[src/rtl/core/slms_pkg.sv]
// shared types and constants for the serial link master with status tracking
package slms_pkg;

	// bit phase codes: 1..16 alternate low and high halves of bits 0..7
	localparam logic [4:0] PH_IDLE      = 5'd0;
	localparam logic [4:0] PH_FIRST     = 5'd1;
	localparam logic [4:0] PH_LAST_HIGH = 5'd16;
	localparam logic [4:0] PH_TAIL      = 5'd17;

	// item kinds on the input tuser
	localparam logic OP_TICK = 1'b0;
	localparam logic OP_LOAD = 1'b1;

	// reply byte codes
	localparam logic [7:0] SYNC_BYTE    = 8'h81;
	localparam logic [7:0] IDLE_LOW     = 8'h00;
	localparam logic [7:0] DISCONNECTED = 8'hFF;

	// configuration register defaults and map
	localparam logic [11:0] HALF_PERIOD_RESET = 12'd62;
	localparam logic        REG_HALF_PERIOD   = 1'b0;

	// reply event from the bit engine to the status tracker
	typedef struct packed {
		logic       done;
		logic [7:0] reply;
		logic       last;
	} slms_reply_t;

	// line and flag levels after one word
	typedef struct packed {
		logic clock_level;
		logic data_level;
		logic busy;
		logic refused;
	} slms_line_t;

endpackage

[src/rtl/core/slms_link.sv]
// bit engine: shift registers, half period timer and bit phase sequencing
module slms_link (
	input  logic                clk,
	input  logic                arst_n,
	input  logic                step,
	input  logic                op,
	input  logic [7:0]          tx_byte,
	input  logic                end_of_packet,
	input  logic                serial_in,
	input  logic [11:0]         half_period,
	output slms_pkg::slms_reply_t reply,
	output slms_pkg::slms_line_t  line
);

	logic [7:0]  tx_shift_q, tx_shift_n;
	logic [7:0]  rx_shift_q, rx_shift_n;
	logic [4:0]  phase_q, phase_n;
	logic [11:0] tick_q, tick_n;
	logic [11:0] tick_inc;
	logic [11:0] hp;
	logic        last_q, last_n;
	logic        clock_q, clock_n;
	logic        data_q, data_n;
	logic        busy;

	// next state of the engine for the word in hand
	always_comb begin
		busy       = (phase_q >= slms_pkg::PH_FIRST) && (phase_q <= slms_pkg::PH_TAIL);
		hp         = (half_period == 12'd0) ? 12'd1 : half_period;
		tick_inc   = tick_q + 12'd1;
		tx_shift_n = tx_shift_q;
		rx_shift_n = rx_shift_q;
		phase_n    = busy ? phase_q : slms_pkg::PH_IDLE;
		tick_n     = tick_q;
		last_n     = last_q;
		clock_n    = clock_q;
		data_n     = data_q;
		reply      = '0;
		line.refused = 1'b0;
		if (op == slms_pkg::OP_LOAD) begin
			if (busy) begin
				line.refused = 1'b1;
			end else begin
				tx_shift_n = tx_byte;
				rx_shift_n = 8'd0;
				last_n     = end_of_packet;
				data_n     = tx_byte[7];
				clock_n    = 1'b0;
				tick_n     = 12'd0;
				phase_n    = slms_pkg::PH_FIRST;
			end
		end else if (busy) begin
			if (tick_inc >= hp) begin
				tick_n = 12'd0;
				priority if (phase_q == slms_pkg::PH_TAIL) begin
					reply.done  = 1'b1;
					reply.reply = rx_shift_q;
					reply.last  = last_q;
					phase_n     = slms_pkg::PH_IDLE;
				end else if (phase_q[0]) begin
					rx_shift_n = {rx_shift_q[6:0], serial_in};
					clock_n    = 1'b1;
					phase_n    = phase_q + 5'd1;
				end else if (phase_q == slms_pkg::PH_LAST_HIGH) begin
					data_n  = 1'b0;
					phase_n = slms_pkg::PH_TAIL;
				end else begin
					tx_shift_n = {tx_shift_q[6:0], 1'b0};
					data_n     = tx_shift_q[6];
					clock_n    = 1'b0;
					phase_n    = phase_q + 5'd1;
				end
			end else begin
				tick_n = tick_inc;
			end
		end
		line.clock_level = clock_n;
		line.data_level  = data_n;
		line.busy = (phase_n >= slms_pkg::PH_FIRST) && (phase_n <= slms_pkg::PH_TAIL);
	end

	// engine state
	always_ff @(posedge clk or negedge arst_n) begin
		if (!arst_n) begin
			tx_shift_q <= '0;
			rx_shift_q <= '0;
			phase_q    <= slms_pkg::PH_IDLE;
			tick_q     <= '0;
			last_q     <= 1'b0;
			clock_q    <= 1'b0;
			data_q     <= 1'b0;
		end else if (step) begin
			tx_shift_q <= tx_shift_n;
			rx_shift_q <= rx_shift_n;
			phase_q    <= phase_n;
			tick_q     <= tick_n;
			last_q     <= last_n;
			clock_q    <= clock_n;
			data_q     <= data_n;
		end
	end

endmodule

[src/rtl/core/slms_track.sv]
// sync and status tracker fed by finished reply bytes
module slms_track (
	input  logic                  clk,
	input  logic                  arst_n,
	input  logic                  step,
	input  slms_pkg::slms_reply_t reply,
	output logic [7:0]            link_status
);

	logic       sync_q, sync_n;
	logic [7:0] after_sync_q, after_sync_n;
	logic [7:0] nonidle_q, nonidle_n;
	logic       any_q, any_n;
	logic [7:0] status_q;

	// tracker update for one reply, then packet close
	always_comb begin
		sync_n       = sync_q;
		after_sync_n = after_sync_q;
		nonidle_n    = nonidle_q;
		any_n        = any_q;
		link_status  = status_q;
		if (reply.done) begin
			priority if (sync_q) begin
				after_sync_n = reply.reply;
				sync_n       = 1'b0;
				any_n        = 1'b1;
			end else if (reply.reply == slms_pkg::SYNC_BYTE) begin
				sync_n = 1'b1;
				any_n  = 1'b1;
			end else if (reply.reply != slms_pkg::IDLE_LOW &&
					reply.reply != slms_pkg::DISCONNECTED) begin
				nonidle_n = reply.reply;
				any_n     = 1'b1;
			end else begin
				// idle codes leave the tracker as it is
				any_n = any_q;
			end
			if (reply.last) begin
				priority if (!any_n) begin
					link_status = slms_pkg::DISCONNECTED;
				end else if (after_sync_n != 8'd0) begin
					link_status = after_sync_n;
				end else begin
					link_status = nonidle_n;
				end
				sync_n       = 1'b0;
				after_sync_n = 8'd0;
				nonidle_n    = 8'd0;
				any_n        = 1'b0;
			end
		end
	end

	// tracker state
	always_ff @(posedge clk or negedge arst_n) begin
		if (!arst_n) begin
			sync_q       <= 1'b0;
			after_sync_q <= '0;
			nonidle_q    <= '0;
			any_q        <= 1'b0;
			status_q     <= slms_pkg::DISCONNECTED;
		end else if (step) begin
			sync_q       <= sync_n;
			after_sync_q <= after_sync_n;
			nonidle_q    <= nonidle_n;
			any_q        <= any_n;
			status_q     <= link_status;
		end
	end

endmodule

[src/rtl/core/serial_link_master_status.sv]
// top level: input register, bit engine, status tracker, result register, apb port
//
// channel   dir  group                          word
// s_axis    in   s_tvalid/s_tready/s_tdata      tick or byte load, op on tuser, eop on tlast
// m_axis    out  m_tvalid/m_tready/m_tdata      line levels, flags, reply, status; tlast = packet done
// apb       in   psel/penable/pwrite/paddr      half period register at address 0
//
// one word per cycle sustained while m_tready holds; a taken word goes into the input register,
// then the engine and tracker settle it into the result register
// reset clears all but the input and result data; link status starts at 0xff, half period at 62
// a stall on the result side holds the result register and then the input register

module serial_link_master_status (
	input  logic        clk,
	input  logic        arst_n,
	// s_tdata: tx_byte [7:0], serial_in [8], zero [15:9]
	input  logic [15:0] s_tdata,
	// s_tuser: op
	input  logic        s_tuser,
	input  logic        s_tlast,
	input  logic        s_tvalid,
	output logic        s_tready,
	// m_tdata: clock_out [0], data_out [1], busy_res [2], refused [3], byte_done [4],
	//          reply_byte [12:5], link_status [20:13], zero [23:21]
	output logic [23:0] m_tdata,
	output logic        m_tlast,
	output logic        m_tvalid,
	input  logic        m_tready,
	input  logic        psel,
	input  logic        penable,
	input  logic        pwrite,
	input  logic [2:0]  paddr,
	input  logic [31:0] pwdata,
	output logic [31:0] prdata,
	output logic        pready
);

	logic        valid_s1;
	logic        op_s1;
	logic [7:0]  txb_s1;
	logic        eop_s1;
	logic        sin_s1;
	logic        adv;
	logic [11:0] half_period_q;
	logic        out_valid_q;
	logic [23:0] out_data_q;
	logic        out_last_q;
	logic [7:0]  status;
	slms_pkg::slms_reply_t reply;
	slms_pkg::slms_line_t  line;

	// apb register port
	assign pready = 1'b1;
	assign prdata = (paddr[2] == slms_pkg::REG_HALF_PERIOD) ? {20'd0, half_period_q} : 32'd0;

	always_ff @(posedge clk or negedge arst_n) begin
		if (!arst_n) begin
			half_period_q <= slms_pkg::HALF_PERIOD_RESET;
		end else if (psel && penable && pwrite && pready &&
				paddr[2] == slms_pkg::REG_HALF_PERIOD) begin
			half_period_q <= pwdata[11:0];
		end
	end

	// handshake: the held word moves on when the result register is empty or m_tready drains it
	assign adv      = valid_s1 && (!out_valid_q || m_tready);
	assign s_tready = !valid_s1 || adv;

	// input register
	always_ff @(posedge clk or negedge arst_n) begin
		if (!arst_n) begin
			valid_s1 <= 1'b0;
		end else if (s_tready) begin
			valid_s1 <= s_tvalid;
		end
	end

	always_ff @(posedge clk) begin
		if (s_tready && s_tvalid) begin
			op_s1  <= s_tuser;
			txb_s1 <= s_tdata[7:0];
			sin_s1 <= s_tdata[8];
			eop_s1 <= s_tlast;
		end
	end

	slms_link u_link (
		.clk           (clk),
		.arst_n        (arst_n),
		.step          (adv),
		.op            (op_s1),
		.tx_byte       (txb_s1),
		.end_of_packet (eop_s1),
		.serial_in     (sin_s1),
		.half_period   (half_period_q),
		.reply         (reply),
		.line          (line)
	);

	slms_track u_track (
		.clk         (clk),
		.arst_n      (arst_n),
		.step        (adv),
		.reply       (reply),
		.link_status (status)
	);

	// result register
	always_ff @(posedge clk or negedge arst_n) begin
		if (!arst_n) begin
			out_valid_q <= 1'b0;
		end else if (adv) begin
			out_valid_q <= 1'b1;
		end else if (m_tready) begin
			out_valid_q <= 1'b0;
		end
	end

	always_ff @(posedge clk) begin
		if (adv) begin
			out_data_q <= {3'd0, status, reply.reply, reply.done, line.refused,
				line.busy, line.data_level, line.clock_level};
			out_last_q <= reply.done & reply.last;
		end
	end

	assign m_tvalid = out_valid_q;
	assign m_tdata  = out_data_q;
	assign m_tlast  = out_last_q;

endmodule
[config.mk]
export PLATFORM = sky130hd
export DESIGN_NAME = serial_link_master_status
export DESIGN_NICKNAME = d
export VERILOG_FILES = /design/src/rtl/core/slms_pkg.sv /design/src/rtl/core/slms_link.sv /design/src/rtl/core/slms_track.sv /design/src/rtl/core/serial_link_master_status.sv
export SDC_FILE = /design/constraint.sdc
export NUM_CORES = 1
export LEC_CHECK = 0
export BUFFER_PORTS_ARGS = -buffer_cell sky130_fd_sc_hd__buf_4
export CAP_MARGIN = 15
export CORE_MARGIN = 2
export CORE_UTILIZATION = 39
export DETAILED_ROUTE_END_ITERATION = 16
export GPL_TIMING_DRIVEN = 1
export MAX_ROUTING_LAYER = met4
export PLACE_DENSITY = 0.61
export SLEW_MARGIN = 20
export SYNTH_ARGS = -nofsm -noshare
export SYNTH_HDL_FRONTEND = slang
export SYNTH_SLANG_ARGS = --single-unit
export TNS_END_PERCENT = 30
[constraint.sdc]
create_clock -name clk -period 8 [get_ports clk]
set_clock_uncertainty 0.1 [all_clocks]
set_input_delay 1.2 -clock clk [delete_from_list [all_inputs] [get_ports clk]]
set_output_delay 1.2 -clock clk [all_outputs]
set_load 0.05 [all_outputs]
==> flow_summary_export.csv, run 1 <==
group,metric,value,unit
cts,cts_setup_buffers,0,
setup_path,crit_end,"m_tdata[14]",
worst_hold_path,hold_class,"reg2reg",
die,pin_count,120,
cts,numCtsBuffers,9,
cells_and_area,num_antenna_cells,0,
drt,drt_iter0_markers,336,
yosys,syn_area,5896,µm²
setup_path,start_kind,"flip-flop",
cts,ctsResizeCount,0,
yosys,yosys-top-cells-area,"dfrtp_1 (26%), edfxtp_1 (17%), dfstp_2 (5.8%), ha_1 (3.8%), buf_4 (3.4%)",
yosys,synth_top_area_share,26.32,%
cts,cts.sinks,108,
global_routing,antenna_found_initial,0,
die,die_area,16120,µm²
cells_and_area,nFillCells,1348,
setup_path,crit_fanout,18,
yosys,synth_most_common_cell,"dfrtp_1",
drt,vias_per_cell,5.444,
cts,root_buffer,"clkbuf_16",
power,p_per_area,231.8,nW/µm²
die,rows,44,
sta,hold_viol,0,
sta,worst_pin_slew,949.6,ps
sta,finalSetupTns,0,ps
global_routing,track_usage,16.27,%
cells_and_area,nets,693,
die,die_y,127.0,µm
drt,drc,0,
sta,rsz0062_at_grt,"false",
setup_path,crit_arrival,4370,ps
yosys,synthDistinctLibCells,65,
cts,cts_tree,"built",
run,drv_cap,0,
setup_path,worst_r2r_startpoint,"u_link.tick_q[0]",
die,coreArea,14640,µm²
drt,vias,4377,
yosys,syn_avg_cell_area,10.36,µm²
setup_path,reg2reg_to,"m_tdata[14]",
yosys,async_reset_ff_share,69.44,%
power,leakagePower,0.002920,µW
cts,cts_max_path_buffers,2,
sta,slew_headroom,36.46,%
sta,fmax,0.2332,GHz
drt,ant_nets,0,
sta,whs,384.7,ps
global_routing,grt_pass1_wl,20.39,mm
cells_and_area,layout.cells.non_filler,804,
yosys,synth_flop_cell,"dfrtp_1",
cells_and_area,area_growth_syn_to_layout,13.22,%
die,start_util,40.26,%
yosys,netlist_top_cells_count,"dfrtp_1 (62), nor2_1 (46), nand2_1 (43), o21ai_0 (35), edfxtp_1 (33)",
global_routing,grt_pass1_vias,3894,
global_routing,grt_max_degree,76,
yosys,synth_seq_cells,108,
drt,dr.pass1.iters,4,
sta,fin_crit_sh,53.61,%
cts,clk_latency,350,ps
sta,period_minus_slack,4289,ps
placement,dp_cells,787,
setup_path,worstSetupPathType,"reg2reg",
cts,cts_hold_buf,0,
placement,portBuffers,66,
sta,maxSlewViolCount,0,
cts,cts_htree_levels,3,
yosys,syn-instance-count,569,
sta,setup_viol,0,
setup_path,crit_start,"u_link.tick_q[0]",
setup_path,r2r_cells,15,
cells_and_area,finish.utilization,45.58,%
power,irDropWorstVdd,0.1168,mV
placement,place.detailed.hpwl,8.698,mm
yosys,synth_top_area_cell,"dfrtp_1",
setup_path,ff2ff_setup_slack,3710,ps
die,fp.dieW,127.0,µm
outcome,status,"complete, no violations",
global_routing,grt_overflow,0,
drt,routed_wl,12.50,mm
setup_path,cp.required,8080,ps
yosys,synth_edf_count,33,
cts,clkTransAtPathRegs,70,ps
yosys,yosysSeqAreaShare,48.92,%
cells_and_area,drive_above_1_share,21.29,%
setup_path,end_kind,"flip-flop",
placement,routabilityCongestion,0.8411,
drt,avgRoutedWirePerCell,15.55,µm
yosys,yosysWarningCount,0,
[critical path: stages (launching register included)]
cell and delay [ps]:
dfrtp_1 470, and3_1 200, nand3_1 140, nor2_1 230, and3_1 270, nand3_1 110
xnor2_1 160, ha_1 320, nand2_1 90, o21a_1 230, nor2_1 240, a21oi_4 110
nor2_1 760, and2_1 430, a21oi_1 80, o22ai_1 180
[per-layer routing]
metal / global-route usage (%) / up-vias / share of wire, %
li1: - / 2116 / -
met1: 24.73 / 2121 / 52
met2: 22.01 / 130 / 42
met3: 2.741 / 10 / 4.3
met4: 5.107 / 0 / 1.3
met5: - / - / 0
[cells in the final DEF (no fill, tap or decap), drive strengths merged, types with 6 or more instances in the layout]
master,count
a21oi,33
a22o,18
a22oi,10
a31oi,11
and2,6
and3,19
buf,68
clkbuf,10
conb,24
dfrtp,62
dfstp,13
edfxtp,33
ha,18
inv,19
mux2,15
mux2i,18
nand2,43
nand3,13
nor2,47
nor2b,11
nor3,9
nor4,6
o211ai,9
o21a,11
o21ai,35
o22ai,8
xor2,6
[kinds of logic after synthesis]
| kind of cell | count (synthesis) | synth area share [%] |
|---|---|---|
| compound gates | 150 | 17.21 |
| xor+xnor | 11 | 1.634 |
| fa+ha+maj | 18 | 3.820 |
| buf+inv | 74 | 6.940 |
| flops | 108 | 48.92 |
| mux | 33 | 5.921 |
| other cells | 2 | 0.1274 |
| simple gates | 173 | 15.43 |
[power by group]
part | switching, µW | leakage, µW | internal [µW]
logic | 270 | 0.00152 | 146
registers | 64.0 | 0.00127 | 643
clock network | 211 | 0.000128 | 214
[registers in the layout (all words and copies together) (netlist names), 5 cells and up]
signal and flops:
u_link.tick_q 12, u_link.rx_shift_q 8, txb_s1 8, m_tdata 21, u_link.phase_q 5, u_track.nonidle_q 8, u_link.tx_shift_q 7, u_track.after_sync_q 8
half_period_q 12, u_track.status_q 8
[worst min-delay path by stage]
stage | from | end | slack [ps] | cells past startpoint
5_1_grt | eop_s1 | u_link.last_q | 410 | 1
6_report | eop_s1 | u_link.last_q | 380 | 1
3_5_place_dp | eop_s1 | u_link.last_q | 380 | 1
3_3_place_gp | valid_s1 | m_tvalid | 370 | 1
4_1_cts | eop_s1 | u_link.last_q | 390 | 1
2_1_floorplan | sin_s1 | u_link.rx_shift_q[0] | 340 | 1
[per-stage QoR]
stage	total power [µW]	area, µm²	worst slack [ps]
global route	1630	6675	3364
detailed placement	1130	6374	3759
global placement	1120	6374	3808
floorplan	1021	5978	4576
CTS	1558	6648	3712
finish	1547	6675	3711
[layout make-up]
cell class              count  area (µm²)  share of cell area, %
inverters                  19       71.32                  1.068
flip-flops and latches    108        2884                  43.21
well taps                 184       230.2                  3.449
multi-input cells         409        2685                  40.23
repair buffers             68       530.5                  7.948
clock inverters             6       45.04                 0.6748
clock buffers              10       229.0                  3.430
Power figures use the tool's default switching activity.
==> run 2: changes to the inputs <==
--- a/config.mk
+++ b/config.mk
@@ -5,6 +5,7 @@
 export SDC_FILE = /design/constraint.sdc
 export NUM_CORES = 1
 export LEC_CHECK = 0
+export ABC_AREA = 1
 export BUFFER_PORTS_ARGS = -buffer_cell sky130_fd_sc_hd__buf_4
 export CAP_MARGIN = 15
 export CORE_MARGIN = 2
==> constraint.sdc (replaced) <==
create_clock -name clk -period 4 [get_ports clk]
set_clock_uncertainty 0.1 [all_clocks]
set_input_delay 0.6 -clock clk [delete_from_list [all_inputs] [get_ports clk]]
set_output_delay 0.6 -clock clk [all_outputs]
set_load 0.05 [all_outputs]
==> run 2 against run 1 <==
Setup slack worse by 3600 ps. Final cell count increased by 22%. Critical path depth up 8. Clock power rose by 120%. Critical path type unchanged. Largest power group unchanged. Highest routed layer unchanged.
==> flow_summary_export.csv, run 2 <==
group,metric,value,unit
global_routing,antenna_found_initial,0,
power,p_per_area,466.0,nW/µm²
power,combPwrFrac,32.9,%
power,irDropWorstVdd,0.3346,mV
power,p_total,3543,µW
die,die_area,16470,µm²
cts,cts.sinks,108,
cells_and_area,drive_above_1_share,33.12,%
sta,setup_viol,0,
placement,dp_slack,-0.8875,ps
outcome,status,"complete, no violations",
yosys,async_reset_ff_share,69.44,%
setup_path,crit_arrival,4000,ps
yosys,synth_seq_cells,108,
placement,portBuffers,66,
die,start_util,39.81,%
placement,routabilityCongestion,0.9075,
cells_and_area,register_area,2884,µm²
setup_path,worstSetupPathType,"reg2reg",
drt,dr.pass1.iters,4,
yosys,synth_top_area_cell,"dfrtp_1",
cts,numCtsBuffers,9,
global_routing,grt_overflow,0,
drt,vias_per_cell,4.986,
sta,worst_pin_slew,845.7,ps
sta,period_minus_slack,3875,ps
sta,fin_ws,124.6,ps
sta,maxSlewViolCount,0,
yosys,synth_most_common_cell,"nand2_1",
worst_hold_path,hold_class,"in2async",
die,fp.dieW,128.3,µm
power,switchingPower,1341,µW
cts,root_buffer,"clkbuf_16",
sta,hold_viol,0,
cells_and_area,nFillCells,1392,
yosys,synth_edf_count,33,
die,coreArea,15150,µm²
sta,fin_crit_sh,96.89,%
drt,drc,0,
drt,ant_nets,0,
cells_and_area,layout_common_cells,"nand2_1 (113), buf_4 (107), inv_1 (70), dfrtp_1 (62), o21ai_0 (49)",
cells_and_area,finish.utilization,50.20,%
cells_and_area,final_common_cell,"nand2_1",
cts,cts_htree_levels,3,
die,pin_count,120,
drt,drt_iter0_markers,420,
drt,avgRoutedWirePerCell,14.10,µm
setup_path,crit_fanout,7,
cts,clk_latency,360,ps
power,seqPwrFrac,41.1,%
sta,fmax,0.2580,GHz
cells_and_area,area_growth_syn_to_layout,26.10,%
power,leakagePower,0.003614,µW
yosys,synth_top_area_share,25.73,%
yosys,yosys-top-cells-area,"dfrtp_1 (26%), edfxtp_1 (16%), nand2_1 (7.4%), dfstp_2 (5.7%), inv_1 (4.6%)",
setup_path,cp.required,4120,ps
global_routing,grt_pass1_vias,4675,
yosys,netlist_top_cells_count,"nand2_1 (119), inv_1 (74), dfrtp_1 (62), nor2_1 (51), o21ai_0 (49)",
power,intPower,2203,µW
cts,cts_tree,"built",
yosys,syn_area,6030,µm²
die,die_y,128.3,µm
yosys,synthDistinctLibCells,45,
yosys,yosysWarningCount,0,
sta,slew_headroom,43.45,%
yosys,yosysSeqAreaShare,47.83,%
power,p_clk_share,26.0,%
cts,cts_max_path_buffers,2,
placement,place.detailed.hpwl,9.422,mm
cells_and_area,num_antenna_cells,0,
cts,clkTransAtPathRegs,70,ps
global_routing,track_usage,17.46,%
drt,vias,4881,
cells_and_area,largest_register_ffs,21,
global_routing,grt_pass1_wl,22.35,mm
run,drv_cap,0,
global_routing,grt_max_degree,76,
setup_path,start_kind,"flip-flop",
cells_and_area,nets,864,
yosys,synth_flop_cell,"dfrtp_1",
power,swShare,37.84,%
yosys,syn_avg_cell_area,8.828,µm²
drt,routed_wl,13.80,mm
cells_and_area,multi_input_area,2973,µm²
yosys,syn-instance-count,683,
setup_path,end_kind,"flip-flop",
die,rows,45,
==> run 2: changes by cell type in the layout (fill, tap and decap cells not counted), moves of 14 or more <==
cell / delta
and3_1: -18
mux2i_1: -18
inv_1: +55
a22o_1: -18
mux2_2: -15
o21ai_0: +14
nor2_4: +19
nand2_1: +70
buf_4: +40
nand3_2: +17
nand3_1: +27
==> run 2: cell families (layout without fill, tap and decap cells) <==
family                   count (synthesis)  in the layout  synth area share (%)
XOR/XNOR                                 8              8                 1.162
AND/OR/NAND/NOR                        284            286                 23.22
flip-flops                             108            108                 47.83
buffers and inverters                  129            213                 10.02
other                                    2             24                0.1246
adder cells (fa/ha/maj)                 18             18                 3.735
AO/OA/AOI/OAI                          134            134                 13.90
==> run 2: critical path, cell delays in order, from the launching register on <==
cell,delay [ps]
dfrtp_1,400
buf_6,110
inv_2,30
nor3_2,200
nand3_1,140
nor3_2,250
nand4_1,190
xor2_2,290
ha_4,260
nand2_4,80
nor2_4,40
buf_4,130
a21oi_4,230
buf_4,180
nand2_4,90
buf_4,150
nand4_2,70
nor2_4,60
nand2_4,80
buf_4,130
nand2_4,80
o21bai_1,200
nand3_2,110
a21boi_2,140
==> run 2: repair_timing <==
action,4_1_cts,5_1_grt
setup endpoints to repair,1,42
gates resized for setup,1,72
pin swaps,0,37
setup buffers,0,18
hold buffers,0,0
cloned,0,2
==> run 2: layout make-up <==
type | count | share of cell area [%]
inverter | 84 | 4.147
timing repair buffer | 113 | 11.78
multi-input combinational | 470 | 39.10
sequential | 108 | 37.93
clock buffer | 9 | 2.962
clock inverter | 7 | 0.9873
tap | 188 | 3.094
==> run 2: through the flow <==
step	cells	TNS (ps)	area, µm²	hold WS [ps]
3_5_place_dp	944	-0.8875	6779	356.0
2_1_floorplan	705	0	6112	204.4
4_1_cts	960	0	7084	302.8
6_report	979	0	7604	80.32
5_1_grt	979	-159.2	7604	99.45
3_3_place_gp	944	0	6779	352.2
==> run 2: final timing paths <==
| kind | slack (ps) | cells past startpoint | startpoint | end |
|---|---|---|---|---|
| worst min-delay path | 80 | 1 | arst_n | u_track.after_sync_q[3] |
| min in group clk | 310 | 1 | s_tdata[7] | txb_s1[7] |
| worst min register to register | 370 | 2 | u_track.status_q[6] | u_track.status_q[6] |
| max in group asynchronous | 3080 | 2 | arst_n | half_period_q[4] |
| worst max-delay path | 120 | 23 | u_link.tick_q[0] | m_tdata[14] |
| worst max register to register | 120 | 23 | u_link.tick_q[0] | m_tdata[14] |
==> run 2: metal layers <==
layer | up-vias | part of all wire (%) | GRT usage (%)
li1 | 2424 | - | -
met1 | 2327 | 49 | 24.50
met2 | 120 | 45 | 25.97
met3 | 10 | 4.4 | 3.035
met4 | 0 | 1.1 | 5.301
met5 | - | 0 | -
==> run 2: power by group through the flow <==
stage | Combinational (µW) | Sequential [µW] | Clock (µW)
after CTS | 1070 | 1450 | 944
after detailed placement | 1060 | 1470 | 0
after global placement | 1030 | 1470 | 0
after global routing | 1300 | 1480 | 985
after floorplan | 713 | 1550 | 0
final | 1170 | 1460 | 920
